--- src/hdl/owcm_pkg.sv ---
// ----------------------------------------------------------------------------
// owcm_pkg: shared types and constants of the omni wheel command mixer
// Message parser codes, queue word type and CORDIC step angles.
// ----------------------------------------------------------------------------
package owcm_pkg;

  localparam int unsigned MsgCapacityDef = 20;
  localparam logic [14:0] SpeedGainRst   = 15'd10;

  localparam logic [15:0] OffsetFl = 16'd43691;
  localparam logic [15:0] OffsetFr = 16'd21845;

  typedef enum logic [1:0] {
    KIND_NONE = 2'd0,
    KIND_X    = 2'd1,
    KIND_Y    = 2'd2,
    KIND_STOP = 2'd3
  } kind_e;

  typedef enum logic [1:0] {
    NUM_WAIT = 2'd0,
    NUM_DIG  = 2'd1,
    NUM_DONE = 2'd2
  } num_phase_e;

  // word handed from parser to mixer at message end
  typedef struct packed {
    logic        stop;
    logic        set_x;
    logic        set_y;
    logic [15:0] value;
  } msg_t;

  function automatic logic [15:0] step_angle(input logic [3:0] i);
    logic [15:0] a;
    unique case (i)
      4'd0:  a = 16'd8192;
      4'd1:  a = 16'd4836;
      4'd2:  a = 16'd2555;
      4'd3:  a = 16'd1297;
      4'd4:  a = 16'd651;
      4'd5:  a = 16'd326;
      4'd6:  a = 16'd163;
      4'd7:  a = 16'd81;
      4'd8:  a = 16'd41;
      4'd9:  a = 16'd20;
      4'd10: a = 16'd10;
      4'd11: a = 16'd5;
      4'd12: a = 16'd3;
      4'd13: a = 16'd1;
      4'd14: a = 16'd1;
      default: a = 16'd0;
    endcase
    return a;
  endfunction

endpackage

--- src/hdl/owcm_parser.sv ---
// ----------------------------------------------------------------------------
// owcm_parser: message front end
// Takes one character a cycle while the queue is not full, tracks prefix and
// number, and pushes a message word into the queue at message end.
// ----------------------------------------------------------------------------
module owcm_parser import owcm_pkg::*; #(
  parameter int unsigned MsgCapacity = MsgCapacityDef
) (
  input  logic       clk_i,
  input  logic       rst_ni,
  input  logic       valid_i,
  output logic       stall_o,
  input  logic [7:0] rx_byte_i,
  output logic       push_o,
  output msg_t       msg_o,
  input  logic       full_i
);

  localparam int unsigned CntW = $clog2(MsgCapacity);
  localparam logic [CntW-1:0] LastCnt = CntW'(MsgCapacity - 1);

  logic [CntW-1:0] cnt_q, cnt_d;
  logic [2:0]      pfx_q, pfx_d;
  kind_e           kind_q, kind_d;
  num_phase_e      ph_q, ph_d;
  logic            neg_q, neg_d;
  logic [15:0]     acc_q, acc_d;

  logic        take, is_digit, finish;
  logic [19:0] mul;
  logic [15:0] value;

  assign stall_o  = full_i;
  assign take     = valid_i && !full_i;
  assign is_digit = rx_byte_i >= 8'h30 && rx_byte_i <= 8'h39;
  assign mul      = {acc_q, 3'b0} + {3'b0, acc_q, 1'b0} + 20'(rx_byte_i - 8'h30);

  always_comb begin
    cnt_d  = cnt_q;
    pfx_d  = pfx_q;
    kind_d = kind_q;
    ph_d   = ph_q;
    neg_d  = neg_q;
    acc_d  = acc_q;
    finish = 1'b0;
    if (take && rx_byte_i != 8'h0A) begin
      if (rx_byte_i == 8'h7C) begin
        finish = 1'b1;
      end else begin
        if (pfx_q == 3'd5) begin
          unique case (ph_q)
            NUM_WAIT: begin
              if (rx_byte_i == 8'h20 || (rx_byte_i >= 8'h09 && rx_byte_i <= 8'h0D)) begin
              end else if (rx_byte_i == 8'h2B) begin
                ph_d = NUM_DIG;
              end else if (rx_byte_i == 8'h2D) begin
                neg_d = 1'b1;
                ph_d  = NUM_DIG;
              end else if (is_digit) begin
                acc_d = 16'(rx_byte_i - 8'h30);
                ph_d  = NUM_DIG;
              end else begin
                ph_d = NUM_DONE;
              end
            end
            NUM_DIG: begin
              if (is_digit) acc_d = (mul > 20'd32768) ? 16'd32768 : mul[15:0];
              else          ph_d  = NUM_DONE;
            end
            default: ;
          endcase
        end else if ({2'b0, pfx_q} == 5'(cnt_q) && pfx_q < 3'd5) begin
          logic ok;
          ok = 1'b0;
          unique case (pfx_q)
            3'd0: ok = rx_byte_i == 8'h4C;
            3'd1: ok = rx_byte_i == 8'h33;
            3'd2: ok = rx_byte_i == 8'h5F;
            3'd3: begin
              ok = rx_byte_i == 8'h78 || rx_byte_i == 8'h79;
              if (ok) kind_d = (rx_byte_i == 8'h78) ? KIND_X : KIND_Y;
            end
            default: ok = rx_byte_i == 8'h3A;
          endcase
          if (ok) pfx_d = pfx_q + 3'd1;
          else begin
            pfx_d  = 3'd7;
            kind_d = (pfx_q == 3'd0 && rx_byte_i == 8'h70) ? KIND_STOP : KIND_NONE;
          end
        end
        cnt_d = cnt_q + 1'b1;
        if (cnt_d == LastCnt) finish = 1'b1;
      end
    end
  end

  // build the final message word from the next-state values
  assign value = neg_d ? 16'(-{1'b0, acc_d}) :
                 (acc_d > 16'd32767 ? 16'd32767 : acc_d);

  always_comb begin
    msg_o.stop  = kind_d == KIND_STOP;
    msg_o.set_x = pfx_d == 3'd5 && kind_d == KIND_X;
    msg_o.set_y = pfx_d == 3'd5 && kind_d == KIND_Y;
    msg_o.value = value;
  end
  assign push_o = finish;

  always_ff @(posedge clk_i or negedge rst_ni) begin
    if (!rst_ni) begin
      cnt_q  <= '0;
      pfx_q  <= '0;
      kind_q <= KIND_NONE;
      ph_q   <= NUM_WAIT;
      neg_q  <= 1'b0;
      acc_q  <= '0;
    end else if (finish) begin
      cnt_q  <= '0;
      pfx_q  <= '0;
      kind_q <= KIND_NONE;
      ph_q   <= NUM_WAIT;
      neg_q  <= 1'b0;
      acc_q  <= '0;
    end else begin
      cnt_q  <= cnt_d;
      pfx_q  <= pfx_d;
      kind_q <= kind_d;
      ph_q   <= ph_d;
      neg_q  <= neg_d;
      acc_q  <= acc_d;
    end
  end

  property p_cnt_bound;
    @(posedge clk_i) disable iff (!rst_ni) cnt_q < LastCnt;
  endproperty
  a_cnt_bound: assert property (p_cnt_bound) else $error("count past capacity");

  property p_no_push_full;
    @(posedge clk_i) disable iff (!rst_ni) full_i |-> !push_o;
  endproperty
  a_no_push_full: assert property (p_no_push_full) else $error("push into full queue");

  property p_pfx_code;
    @(posedge clk_i) disable iff (!rst_ni) pfx_q <= 3'd5 || pfx_q == 3'd7;
  endproperty
  a_pfx_code: assert property (p_pfx_code) else $error("bad prefix state");

endmodule

--- src/hdl/owcm_queue.sv ---
// ----------------------------------------------------------------------------
// owcm_queue: two-entry message queue
// Decouples the parser from the mixer.
// ----------------------------------------------------------------------------
module owcm_queue import owcm_pkg::*; (
  input  logic clk_i,
  input  logic rst_ni,
  input  logic push_i,
  input  msg_t data_i,
  output logic full_o,
  input  logic pop_i,
  output logic empty_o,
  output msg_t data_o
);

  msg_t       mem_q [2];
  logic       wp_q, rp_q;
  logic [1:0] n_q;

  assign full_o  = n_q == 2'd2;
  assign empty_o = n_q == 2'd0;
  assign data_o  = mem_q[rp_q];

  always_ff @(posedge clk_i) begin
    if (push_i) mem_q[wp_q] <= data_i;
  end

  always_ff @(posedge clk_i or negedge rst_ni) begin
    if (!rst_ni) begin
      wp_q <= 1'b0;
      rp_q <= 1'b0;
      n_q  <= 2'd0;
    end else begin
      if (push_i) wp_q <= !wp_q;
      if (pop_i)  rp_q <= !rp_q;
      n_q <= n_q + 2'(push_i) - 2'(pop_i);
    end
  end

  property p_no_ovf;
    @(posedge clk_i) disable iff (!rst_ni) !(push_i && full_o);
  endproperty
  a_no_ovf: assert property (p_no_ovf) else $error("queue overflow");

  property p_no_unf;
    @(posedge clk_i) disable iff (!rst_ni) !(pop_i && empty_o);
  endproperty
  a_no_unf: assert property (p_no_unf) else $error("queue underflow");

  property p_level;
    @(posedge clk_i) disable iff (!rst_ni) n_q <= 2'd2;
  endproperty
  a_level: assert property (p_level) else $error("queue level");

endmodule

--- src/hdl/owcm_mixer.sv ---
// ----------------------------------------------------------------------------
// owcm_mixer: wheel drive back end
// On stop zeroes the drives; else updates the stick, runs vectoring CORDIC for the
// angle unless at the origin, then rotation CORDIC once per wheel, one iteration a cycle on a shared datapath.
// ----------------------------------------------------------------------------
module owcm_mixer import owcm_pkg::*; (
  input  logic        clk_i,
  input  logic        rst_ni,
  input  logic [14:0] speed_gain_i,
  input  logic        empty_i,
  input  msg_t        msg_i,
  output logic        pop_o,
  output logic        valid_o,
  input  logic        stall_i,
  output logic [15:0] drive_front_left_o,
  output logic [15:0] drive_front_right_o,
  output logic [15:0] drive_rear_o
);

  localparam logic signed [33:0] CordicGain = 34'sd652032874;

  typedef enum logic [5:0] {
    ST_IDLE = 6'b000001,
    ST_VEC  = 6'b000010,
    ST_ROT  = 6'b000100,
    ST_MUL  = 6'b001000,
    ST_STOR = 6'b010000,
    ST_OUT  = 6'b100000
  } st_e;

  st_e st_q, st_d;
  logic signed [15:0] sx_q, sy_q;
  logic signed [33:0] x_q, y_q;
  logic signed [16:0] z_q;
  logic [3:0]  it_q;
  logic [1:0]  wh_q;
  logic [15:0] th_q;
  logic        flip_q;
  logic signed [17:0] c_q;
  logic [15:0] r_q [3];

  logic signed [33:0] dx, dy, nx, ny, xv, yv, cr;
  logic signed [16:0] nz;
  logic               dir;
  logic [15:0] th_sel;
  logic [1:0]  wh_sel;
  logic [15:0] off, p, pf;
  logic        fl;
  logic signed [15:0] nsx, nsy;
  logic signed [33:0] prod;
  logic [33:0] mag;
  logic [15:0] mag_c, drv;

  assign nsx = msg_i.set_x ? msg_i.value : sx_q;
  assign nsy = msg_i.set_y ? msg_i.value : sy_q;
  assign xv  = 34'(nsx) <<< 14;
  assign yv  = 34'(nsy) <<< 14;

  // phase of the wheel whose rotation starts next, folded into a quarter turn
  always_comb begin
    th_sel = th_q;
    wh_sel = wh_q + 2'd1;
    if (st_q == ST_IDLE) begin
      th_sel = '0;
      wh_sel = '0;
    end else if (st_q == ST_VEC) begin
      th_sel = nz[15:0];
      wh_sel = '0;
    end
    unique case (wh_sel)
      2'd0:    off = OffsetFl;
      2'd1:    off = OffsetFr;
      default: off = 16'd0;
    endcase
    p  = th_sel - off;
    fl = p > 16'h4000 && p < 16'hC000;
    pf = fl ? p - 16'h8000 : p;
  end

  assign dx  = y_q >>> it_q;
  assign dy  = x_q >>> it_q;
  assign dir = (st_q == ST_VEC) ? !y_q[33] : !z_q[16];
  always_comb begin
    if ((st_q == ST_VEC) == dir) begin
      nx = x_q + dx;  ny = y_q - dy;
    end else begin
      nx = x_q - dx;  ny = y_q + dy;
    end
    if (st_q == ST_ROT) nz = dir ? z_q - 17'(step_angle(it_q)) : z_q + 17'(step_angle(it_q));
    else                nz = dir ? z_q + 17'(step_angle(it_q)) : z_q - 17'(step_angle(it_q));
  end

  assign cr   = (x_q + 34'sd8192) >>> 14;
  assign prod = $signed({19'b0, speed_gain_i}) * 34'(c_q);
  assign mag  = prod[33] ? 34'(-prod) : prod;
  assign mag_c = (mag[33:16] > 18'd32767) ? 16'd32767 : mag[31:16];
  assign drv   = prod[33] ? 16'(-mag_c) : mag_c;

  assign pop_o   = st_q == ST_IDLE && !empty_i;
  assign valid_o = st_q == ST_OUT;
  assign drive_front_left_o  = r_q[0];
  assign drive_front_right_o = r_q[1];
  assign drive_rear_o        = r_q[2];

  always_comb begin
    st_d = st_q;
    unique case (st_q)
      ST_IDLE: if (!empty_i) st_d = msg_i.stop ? ST_OUT :
                                     (nsx == 0 && nsy == 0) ? ST_ROT : ST_VEC;
      ST_VEC:  if (it_q == 4'd15) st_d = ST_ROT;
      ST_ROT:  if (it_q == 4'd15) st_d = ST_MUL;
      ST_MUL:  st_d = ST_STOR;
      ST_STOR: st_d = (wh_q == 2'd2) ? ST_OUT : ST_ROT;
      ST_OUT:  if (!stall_i) st_d = ST_IDLE;
      default: st_d = ST_IDLE;
    endcase
  end

  always_ff @(posedge clk_i or negedge rst_ni) begin
    if (!rst_ni) begin
      st_q <= ST_IDLE;
      sx_q <= '0;
      sy_q <= '0;
    end else begin
      st_q <= st_d;
      if (pop_o && !msg_i.stop) begin
        sx_q <= nsx;
        sy_q <= nsy;
      end
    end
  end

  // datapath: setup for the next CORDIC run is done in idle, at the end of vectoring and in store
  always_ff @(posedge clk_i) begin
    unique case (st_q)
      ST_IDLE: begin
        it_q <= '0;
        wh_q <= '0;
        th_q <= '0;
        if (msg_i.stop) begin
          r_q[0] <= '0; r_q[1] <= '0; r_q[2] <= '0;
        end
        if (nsx == 0 && nsy == 0) begin
          // origin: angle 0, straight into the first wheel's rotation
          x_q <= CordicGain; y_q <= '0; z_q <= 17'($signed(pf)); flip_q <= fl;
        end else if (xv[33]) begin
          x_q <= -xv; y_q <= -yv; z_q <= 17'sh08000;
        end else begin
          x_q <= xv;  y_q <= yv;  z_q <= '0;
        end
      end
      ST_VEC: begin
        it_q <= it_q + 4'd1;
        if (it_q == 4'd15) begin
          th_q   <= nz[15:0];
          x_q    <= CordicGain;
          y_q    <= '0;
          z_q    <= 17'($signed(pf));
          flip_q <= fl;
        end else begin
          x_q <= nx; y_q <= ny; z_q <= nz;
        end
      end
      ST_ROT: begin
        it_q <= it_q + 4'd1;
        x_q <= nx; y_q <= ny; z_q <= nz;
      end
      ST_MUL: begin
        if (flip_q) c_q <= (cr > 34'sd65536) ? -18'sd65536 :
                           (cr < -34'sd65536) ? 18'sd65536 : 18'(-cr);
        else        c_q <= (cr > 34'sd65536) ? 18'sd65536 :
                           (cr < -34'sd65536) ? -18'sd65536 : 18'(cr);
      end
      ST_STOR: begin
        r_q[wh_q] <= drv;
        wh_q   <= wh_q + 2'd1;
        it_q   <= '0;
        x_q    <= CordicGain;
        y_q    <= '0;
        z_q    <= 17'($signed(pf));
        flip_q <= fl;
      end
      default: ;
    endcase
  end

  property p_out_hold;
    @(posedge clk_i) disable iff (!rst_ni) valid_o && stall_i |=> valid_o && $stable(r_q[0]);
  endproperty
  a_out_hold: assert property (p_out_hold) else $error("result dropped");

  property p_pop_idle;
    @(posedge clk_i) disable iff (!rst_ni) pop_o |-> st_q == ST_IDLE;
  endproperty
  a_pop_idle: assert property (p_pop_idle) else $error("pop while busy");

  property p_onehot;
    @(posedge clk_i) disable iff (!rst_ni) $onehot(st_q);
  endproperty
  a_onehot: assert property (p_onehot) else $error("state not one-hot");

endmodule

--- src/hdl/omni_wheel_command_mixer.sv ---
// ----------------------------------------------------------------------------
// omni_wheel_command_mixer: three-wheel omni drive mixer
// Parses stick messages from serial text and emits three wheel drives.
//
//   port group      dir  handshake        payload
//   rx              in   rx_valid_i/stall  rx_byte_i
//   drive           out  drv_valid_o/stall drive_front_left/right, rear
//   speed_gain      in   speed_gain_we_i   speed_gain_i
//
// A message end holds the mixer for a pop, the vectoring run, then for each
// wheel a rotation run, a multiply and a store, and an output state, plus
// any output stall; at the origin the vectoring run is skipped, and a stop
// message goes from the pop straight to output. One shared CORDIC datapath.
// A two-word queue lets the parser run on while the mixer works; rx stalls
// only when that queue is full. No clearing pass at reset.
// ----------------------------------------------------------------------------
module omni_wheel_command_mixer import owcm_pkg::*; #(
  parameter int unsigned MsgCapacity = MsgCapacityDef
) (
  input  logic        clk_i,
  input  logic        rst_ni,
  input  logic        speed_gain_we_i,
  input  logic [14:0] speed_gain_i,
  input  logic        rx_valid_i,
  output logic        rx_stall_o,
  input  logic [7:0]  rx_byte_i,
  output logic        drv_valid_o,
  input  logic        drv_stall_i,
  output logic [15:0] drive_front_left_o,
  output logic [15:0] drive_front_right_o,
  output logic [15:0] drive_rear_o
);

  logic [14:0] gain_q;
  logic push, full, pop, empty;
  msg_t qin, qout;

  always_ff @(posedge clk_i or negedge rst_ni) begin
    if (!rst_ni) gain_q <= SpeedGainRst;
    else if (speed_gain_we_i) gain_q <= speed_gain_i;
  end

  owcm_parser #(.MsgCapacity(MsgCapacity)) u_parser (
    .clk_i, .rst_ni, .valid_i(rx_valid_i), .stall_o(rx_stall_o), .rx_byte_i,
    .push_o(push), .msg_o(qin), .full_i(full)
  );

  owcm_queue u_queue (
    .clk_i, .rst_ni, .push_i(push), .data_i(qin), .full_o(full),
    .pop_i(pop), .empty_o(empty), .data_o(qout)
  );

  owcm_mixer u_mixer (
    .clk_i, .rst_ni, .speed_gain_i(gain_q), .empty_i(empty), .msg_i(qout),
    .pop_o(pop), .valid_o(drv_valid_o), .stall_i(drv_stall_i),
    .drive_front_left_o, .drive_front_right_o, .drive_rear_o
  );

endmodule

--- config.mk ---
export PLATFORM = sky130hd
export DESIGN_NAME = omni_wheel_command_mixer
export DESIGN_NICKNAME = d
export VERILOG_FILES = /design/src/hdl/owcm_pkg.sv /design/src/hdl/owcm_parser.sv /design/src/hdl/owcm_queue.sv /design/src/hdl/owcm_mixer.sv /design/src/hdl/omni_wheel_command_mixer.sv
export SDC_FILE = /design/constraint.sdc
export NUM_CORES = 2
export LEC_CHECK = 0
export ABC_AREA = 1
export BUFFER_PORTS_ARGS = -buffer_cell sky130_fd_sc_hd__buf_2
export CAP_MARGIN = 15
export CORE_MARGIN = 4
export CORE_UTILIZATION = 52
export CTS_CLUSTER_DIAMETER = 120
export CTS_CLUSTER_SIZE = 16
export DETAILED_ROUTE_END_ITERATION = 6
export PLACE_DENSITY_LB_ADDON = 0.2
export SKIP_CTS_REPAIR_TIMING = 1
export SYNTH_ARGS = -nofsm -noshare
export SYNTH_HDL_FRONTEND = slang
export SYNTH_SLANG_ARGS = --single-unit
--- constraint.sdc ---
create_clock -name clk_i -period 10.3 [get_ports clk_i]
set_clock_uncertainty 0.15 [all_clocks]
set_input_delay 3.09 -clock clk_i [delete_from_list [all_inputs] [get_ports clk_i]]
set_output_delay 3.09 -clock clk_i [all_outputs]
set_load 0.005 [all_outputs]
After elaboration in Yosys (flattened, before gate mapping)

Memory sizes are Yosys's and may differ from the RTL's. A register that Yosys moved wholly into a read port is not among the register bits.
Index checks and enable logic that the tools add are counted.

Output and inout port bits: 50
Input bits: 28
Word-level logic and storage cells: 279
ROM bits: 896
Memories kept: 6
Register bits after elaboration: 212
RAM bits: 86

Multiplexer cells: 125
Shift-type cells: 2
Equality and inequality tests: 42
Add/subtract/negate cells: 27
Order comparisons: 12
Reduce and logical (&&, ||, !) cells: 43
$mul: 1

Memories:

| name             | words | width | rd ports | clocked after memory_dff | wr ports | RTL line         | text |
|---|---|---|---|---|---|---|---|
| (name not given) | 16    | 14    | 1        | 1                        | 0        | owcm_pkg.sv:36   | `unique case (i)` |
| (name not given) | 16    | 14    | 1        | 1                        | 0        | owcm_pkg.sv:36   |  |
| (name not given) | 16    | 14    | 1        | 1                        | 0        | owcm_pkg.sv:36   |  |
| (name not given) | 16    | 14    | 1        | 1                        | 0        | owcm_pkg.sv:36   |  |
| u_mixer.r_q      | 3     | 16    | 3        | 0                        | 3        | owcm_mixer.sv:40 | `logic [15:0] r_q [3];` |
| u_queue.mem_q    | 2     | 19    | 1        | 0                        | 1        | owcm_queue.sv:16 | `msg_t mem_q [2];` |

Operators with widths:

| operator                                                                           | count |
|---|---|
| 16-bit two-way mux                                                                 | 26 |
| 34-bit two-way mux                                                                 | 9 |
| 34-bit one-hot mux with 4 select lines                                             | 2 |
| 16-bit one-hot mux with 2 select lines                                             | 3 |
| 18-bit two-way mux                                                                 | 5 |
| 17-bit two-way mux                                                                 | 5 |
| 34-bit adder                                                                       | 2 |
| 30-bit negator with 34-bit output                                                  | 2 |
| 17-bit one-hot mux with 4 select lines                                             | 1 |
| 34-bit by 4-bit >>> shifter with 34-bit output                                     | 2 |
| 34-bit subtractor                                                                  | 2 |
| 32-bit logical NOT                                                                 | 2 |
| 8-bit by 7-bit equality test with 1-bit output (second input constant)             | 6 |
| 2-bit two-way mux                                                                  | 22 |
| 8-bit by 6-bit equality test with 1-bit output (second input constant)             | 5 |
| 6-bit two-way mux                                                                  | 6 |
| 6-bit one-hot mux with 6 select lines                                              | 1 |
| 17-bit by 16-bit adder with 17-bit output                                          | 2 |
| 34-bit by 15-bit adder with 34-bit output (second input constant)                  | 1 |
| 16-bit by 18-bit multiplier with 34-bit output                                     | 1 |
| 34-bit negator                                                                     | 1 |
| 17-bit by 16-bit subtractor with 17-bit output                                     | 2 |
| 16-bit by 15-bit greater-than comparator with 1-bit output (second input constant) | 2 |
| 16-bit negator                                                                     | 2 |
| other kinds (63)                                                                   | 140 |

Depth between registers and ports, before layout

Depth after elaboration: 14
Depth in mapped cells: 48
Mapped depth without buffers: 46

By module

From an unflattened synthesis, not the netlist that was laid out.

Cell total of the unflattened synthesis: 5784
Area total of the unflattened synthesis: 40528.9 sq um

Modules (own cells, without submodules):

| module                   | times used | area an instance (sq um) | sequential area each (sq um) | cells an instance |
|---|---|---|---|---|
| owcm_mixer               | 1          | 33149.3                  | 6457.4                       | 4765 |
| owcm_parser              | 1          | 5081.1                   | 725.7                        | 831 |
| owcm_queue               | 1          | 1687.9                   | 1241.2                       | 124 |
| omni_wheel_command_mixer | 1          | 610.6                    | 377.9                        | 64 |

Worst setup path before layout

Ideal clock, no wire load.

Path type: register to register
Start: register gain_q[3]
End: memory u_mixer.r_q[0][12], data pin
Library setup time: 266 ps
Cell stages (with the launch flop): 39
Arrival time: 7617 ps
Buffers on the path: 1
Data required time: 9884 ps
Setup slack: 2267 ps
Clock period less this slack: 8033 ps
Cell sequence: dfstp_2 > clkbuf_1 > nand2_1 > fa_1 > inv_1 > fa_1 > fa_1 > fa_1 > fa_1 > inv_1 > fa_1 > inv_1 > ha_1 > nand2_1 > nor2_1 > and2_1 > and2_1 > nand2_1 > (+3 left out) > nand2_1 > nand2_4 > inv_2 > nor2_1 > a21oi_2 > nand2_2 > or2_2 > inv_1 > ha_1 > inv_1 > nor2_1 > nand4_1 > nor2_1 > nand3_1 > nand2_1 > nand3_1 > nand2_1 > nor2_1

RTL lines:

| item                     | RTL line                       | text |
|---|---|---|
| start: declaration       | omni_wheel_command_mixer.sv:34 | `logic [14:0] gain_q;` |
| start signal: assignment | omni_wheel_command_mixer.sv:39 | `if (!rst_ni) gain_q <= SpeedGainRst;` |
| start signal: assignment | omni_wheel_command_mixer.sv:40 | `else if (speed_gain_we_i) gain_q <= speed_gain_i;` |
| end: declaration         | owcm_mixer.sv:40               |  |

==> run_results.csv <==
group,metric,value,unit
run_status,status,"finished clean",
clock_network,cts.sinks,312,
yosys,synth_nets,6208,
grt,grt_max_degree,91,
cells_and_area,final_cells,6653,
route,dr.first_iter.drc_count,2979,
sta,period_minus_slack,9360,ps
route,wl_per_cell,16.7,um
yosys,synth_flop_cell,"edfxtp_1",
floorplanning,die_h,286,um
grt,antenna_found_initial,0,
floorplanning,die_x,286,um
yosys,synth_edf_count,212,
yosys,synthTopCellsByArea,"edfxtp_1 (16%), fa_1 (15%), nand2_1 (14%)",
critical_path,cp_slowest_cell,"dfstp_2",
clock_network,cts_buffers,25,
critical_path,crit_type,"flop to flop",
sta,tightest_slew,1010,ps
min_path,min_path_type,"flop to flop",
yosys,avgSynthCellArea,7.13,um^2
clock_network,clockBufferDepth,3,
cells_and_area,finalCoreUtilization,55.3,%
placement,place_congestion,0.956,
grt,track_usage,27.0,%
grt,grt_pass1_vias,34700,
critical_path,end_kind,"flop",
clock_network,clock_latency,610,ps
route,viasPerCell,5.41,
route,vias,36000,
route,firstDrtPassIters,6,
placement,hpwlAfterDp,89500,um
cells_and_area,syn_to_final_growth,4.88,%
yosys,ys_async_sr_fraction,27.6,%
route,wl,111000,um
critical_path,cp.required,10480,ps
yosys,synthCells,5640,
placement,port_buffers,77,
grt,grt_pass1_wl,181000,um
route,drc,0,
grt,grt_overflow,0,
yosys,yosysWarnings,0,
sta,finalHoldViolations,0,
critical_path,critPathMaxStageDelay,780,ps
clock_network,htreeDepth,1,
cells_and_area,final_layout_size_suffix_gt1_share,5.44,%
critical_path,crit_fanout,43,
clock_network,clk_pin_slew_worst_paths,70,ps
sta,setup_ws,943,ps
clock_network,tritoncts,"yes",
cells_and_area,nNetsFinal,6172,
sta,fin_crit_sh,90.8,%
yosys,synth_area,40200,um^2
sta,setup_viol,0,
yosys,ys_seq_area_share,21.9,%
yosys,synth_largest_area_cell,"edfxtp_1",
placement,dpl_worst_slack,702,ps
critical_path,crit_arrival,9540,ps
sta,rsz0062_at_grt,"false",
job,cap_violations,0,
sta,max_slew_margin,32.8,%
sta,slew_violations,0,
yosys,synth_seq_cells,312,
floorplanning,core,76300,um^2
floorplanning,die-area,81900,um^2
floorplanning,rows,101,
floorplanning,ios,78,
yosys,synth_top_area_share,15.8,%
sta,setup_tns,0,ps
yosys,yosysUniqueCellTypes,77,
sta,clock.fmax,107,MHz
floorplanning,initial_utilization,52.7,%
critical_path,start_kind,"flop",
clock_network,root_buffer,"clkbuf_16",
placement,dp_cells,6604,
route,ant_nets,0,
cells_and_area,num_antenna_cells,0,
==> registers in the layout (all words and copies together), names as in the netlist, 4 cells and up, named ones only <==
name,cells
gain_q,15
u_mixer.c_q,18
u_mixer.it_q,4
u_mixer.r_q,48
u_mixer.st_q,6
u_mixer.sx_q,16
u_mixer.sy_q,16
u_mixer.th_q,16
u_mixer.x_q,34
u_mixer.y_q,34
u_mixer.z_q,17
u_parser.acc_q,16
u_parser.cnt_q,5
u_queue.mem_q,38
==> cells by family (layout without fill, tap and decap cells) <==
family	Yosys count	count (layout)	share of synthesized area [%]
adder cells (fa/ha/maj)	540	540	22.2
buffers and inverters	1238	1221	12.0
AND/OR/NAND/NOR	2385	2385	24.9
XOR/XNOR	237	237	5.22
flip-flops	312	312	21.9
multiplexers	81	81	2.06
AO/OA/AOI/OAI	847	847	11.8
==> per-layer routing <==
metal  routed length [um]  track usage [%]  vias up
met5                    0                0        -
met4                 3740             8.08        0
met3                 6390             2.95      206
met2                51200             44.8     1067
met1                49900             37.5    16900
li1                     -                -    17800
==> layout make-up <==
class                   instances  area (um^2)
flip-flops and latches        312         8800
well taps                    1030         1290
repair buffers                116          681
clock buffers                  41          707
fillers                      7536        34100
clock inverters                 5         88.8
multi-input cells            4090        26700
inverters                    1059         3980
==> final timing paths <==
| kind | start | to | slack (ps) | cells after the start |
|---|---|---|---|---|
| setup / recovery | gain_q[3]$_DFFE_PN1P_ | u_mixer.r_q[0][12]$_SDFFCE_PN0P_ | 940 | 36 |
| hold / removal | u_mixer.sy_q[13]$_DFFE_PN0P_ | u_mixer.sy_q[13]$_DFFE_PN0P_ | 330 | 2 |
| setup reg to reg | gain_q[3]$_DFFE_PN1P_ | u_mixer.r_q[0][12]$_SDFFCE_PN0P_ | 940 | 36 |
| hold reg to reg | u_mixer.sy_q[13]$_DFFE_PN0P_ | u_mixer.sy_q[13]$_DFFE_PN0P_ | 330 | 2 |
| max in group asynchronous | rst_ni | gain_q[2]$_DFFE_PN0P_ | 6480 | 2 |
| min in group asynchronous | rst_ni | u_queue.wp_q$_DFFE_PN0P_ | 2310 | 1 |
==> worst max-delay path: cells and delay by family (launching register included) <==
kind            cells  cell delay (ps)
compound gates      3              820
fa+ha+maj           8             4080
buf+inv             7              620
flops               1              780
simple gates       18             2600
==> through the flow <==
stage	hold slack, ps	instance area, um^2
2_1_floorplan	298	40200
3_3_place_gp	314	41400
3_5_place_dp	322	41400
4_1_cts	341	42200
5_1_grt	368	42200
6_report	335	42200
==> cells in the mapped netlist (66+ instances only) <==
master and n:
inv_1 1030, dfrtp_1 83, nand2_1 1479, xor2_1 169
nor2_1 429, clkbuf_1 107, o21ai_0 332, nand3_1 220
fa_1 292, a21oi_1 270, mux2i_1 66, edfxtp_1 212
ha_1 248
==> layout by cell type, fill, tap and decap left out, types with 14 or more instances in the layout <==
| cell | n |
|---|---|
| o21a_1 | 22 |
| o22ai_1 | 16 |
| o21ai_1 | 47 |
| dfrtp_1 | 82 |
| dfxtp_1 | 14 |
| nand3_1 | 220 |
| a31oi_1 | 30 |
| buf_4 | 40 |
| buf_2 | 76 |
| nand4_1 | 63 |
| xor2_1 | 169 |
| inv_1 | 1027 |
| edfxtp_1 | 212 |
| fa_1 | 291 |
| nand2_2 | 15 |
| mux2i_1 | 66 |
| or2_2 | 16 |
| xnor2_1 | 65 |
| nand2_1 | 1479 |
| o21ai_0 | 332 |
| clkbuf_1 | 15 |
| o211ai_1 | 29 |
| ha_1 | 248 |
| nor2_2 | 32 |
| a21oi_1 | 269 |
| clkbuf_16 | 26 |
| nand3b_1 | 14 |
| nor3_1 | 56 |
| nor2_1 | 428 |
| mux2_2 | 15 |
| o31ai_1 | 15 |
| inv_2 | 25 |
Power is not shown: default switching activity piles up to over one toggle a cycle in this logic, so the estimate is an artifact.
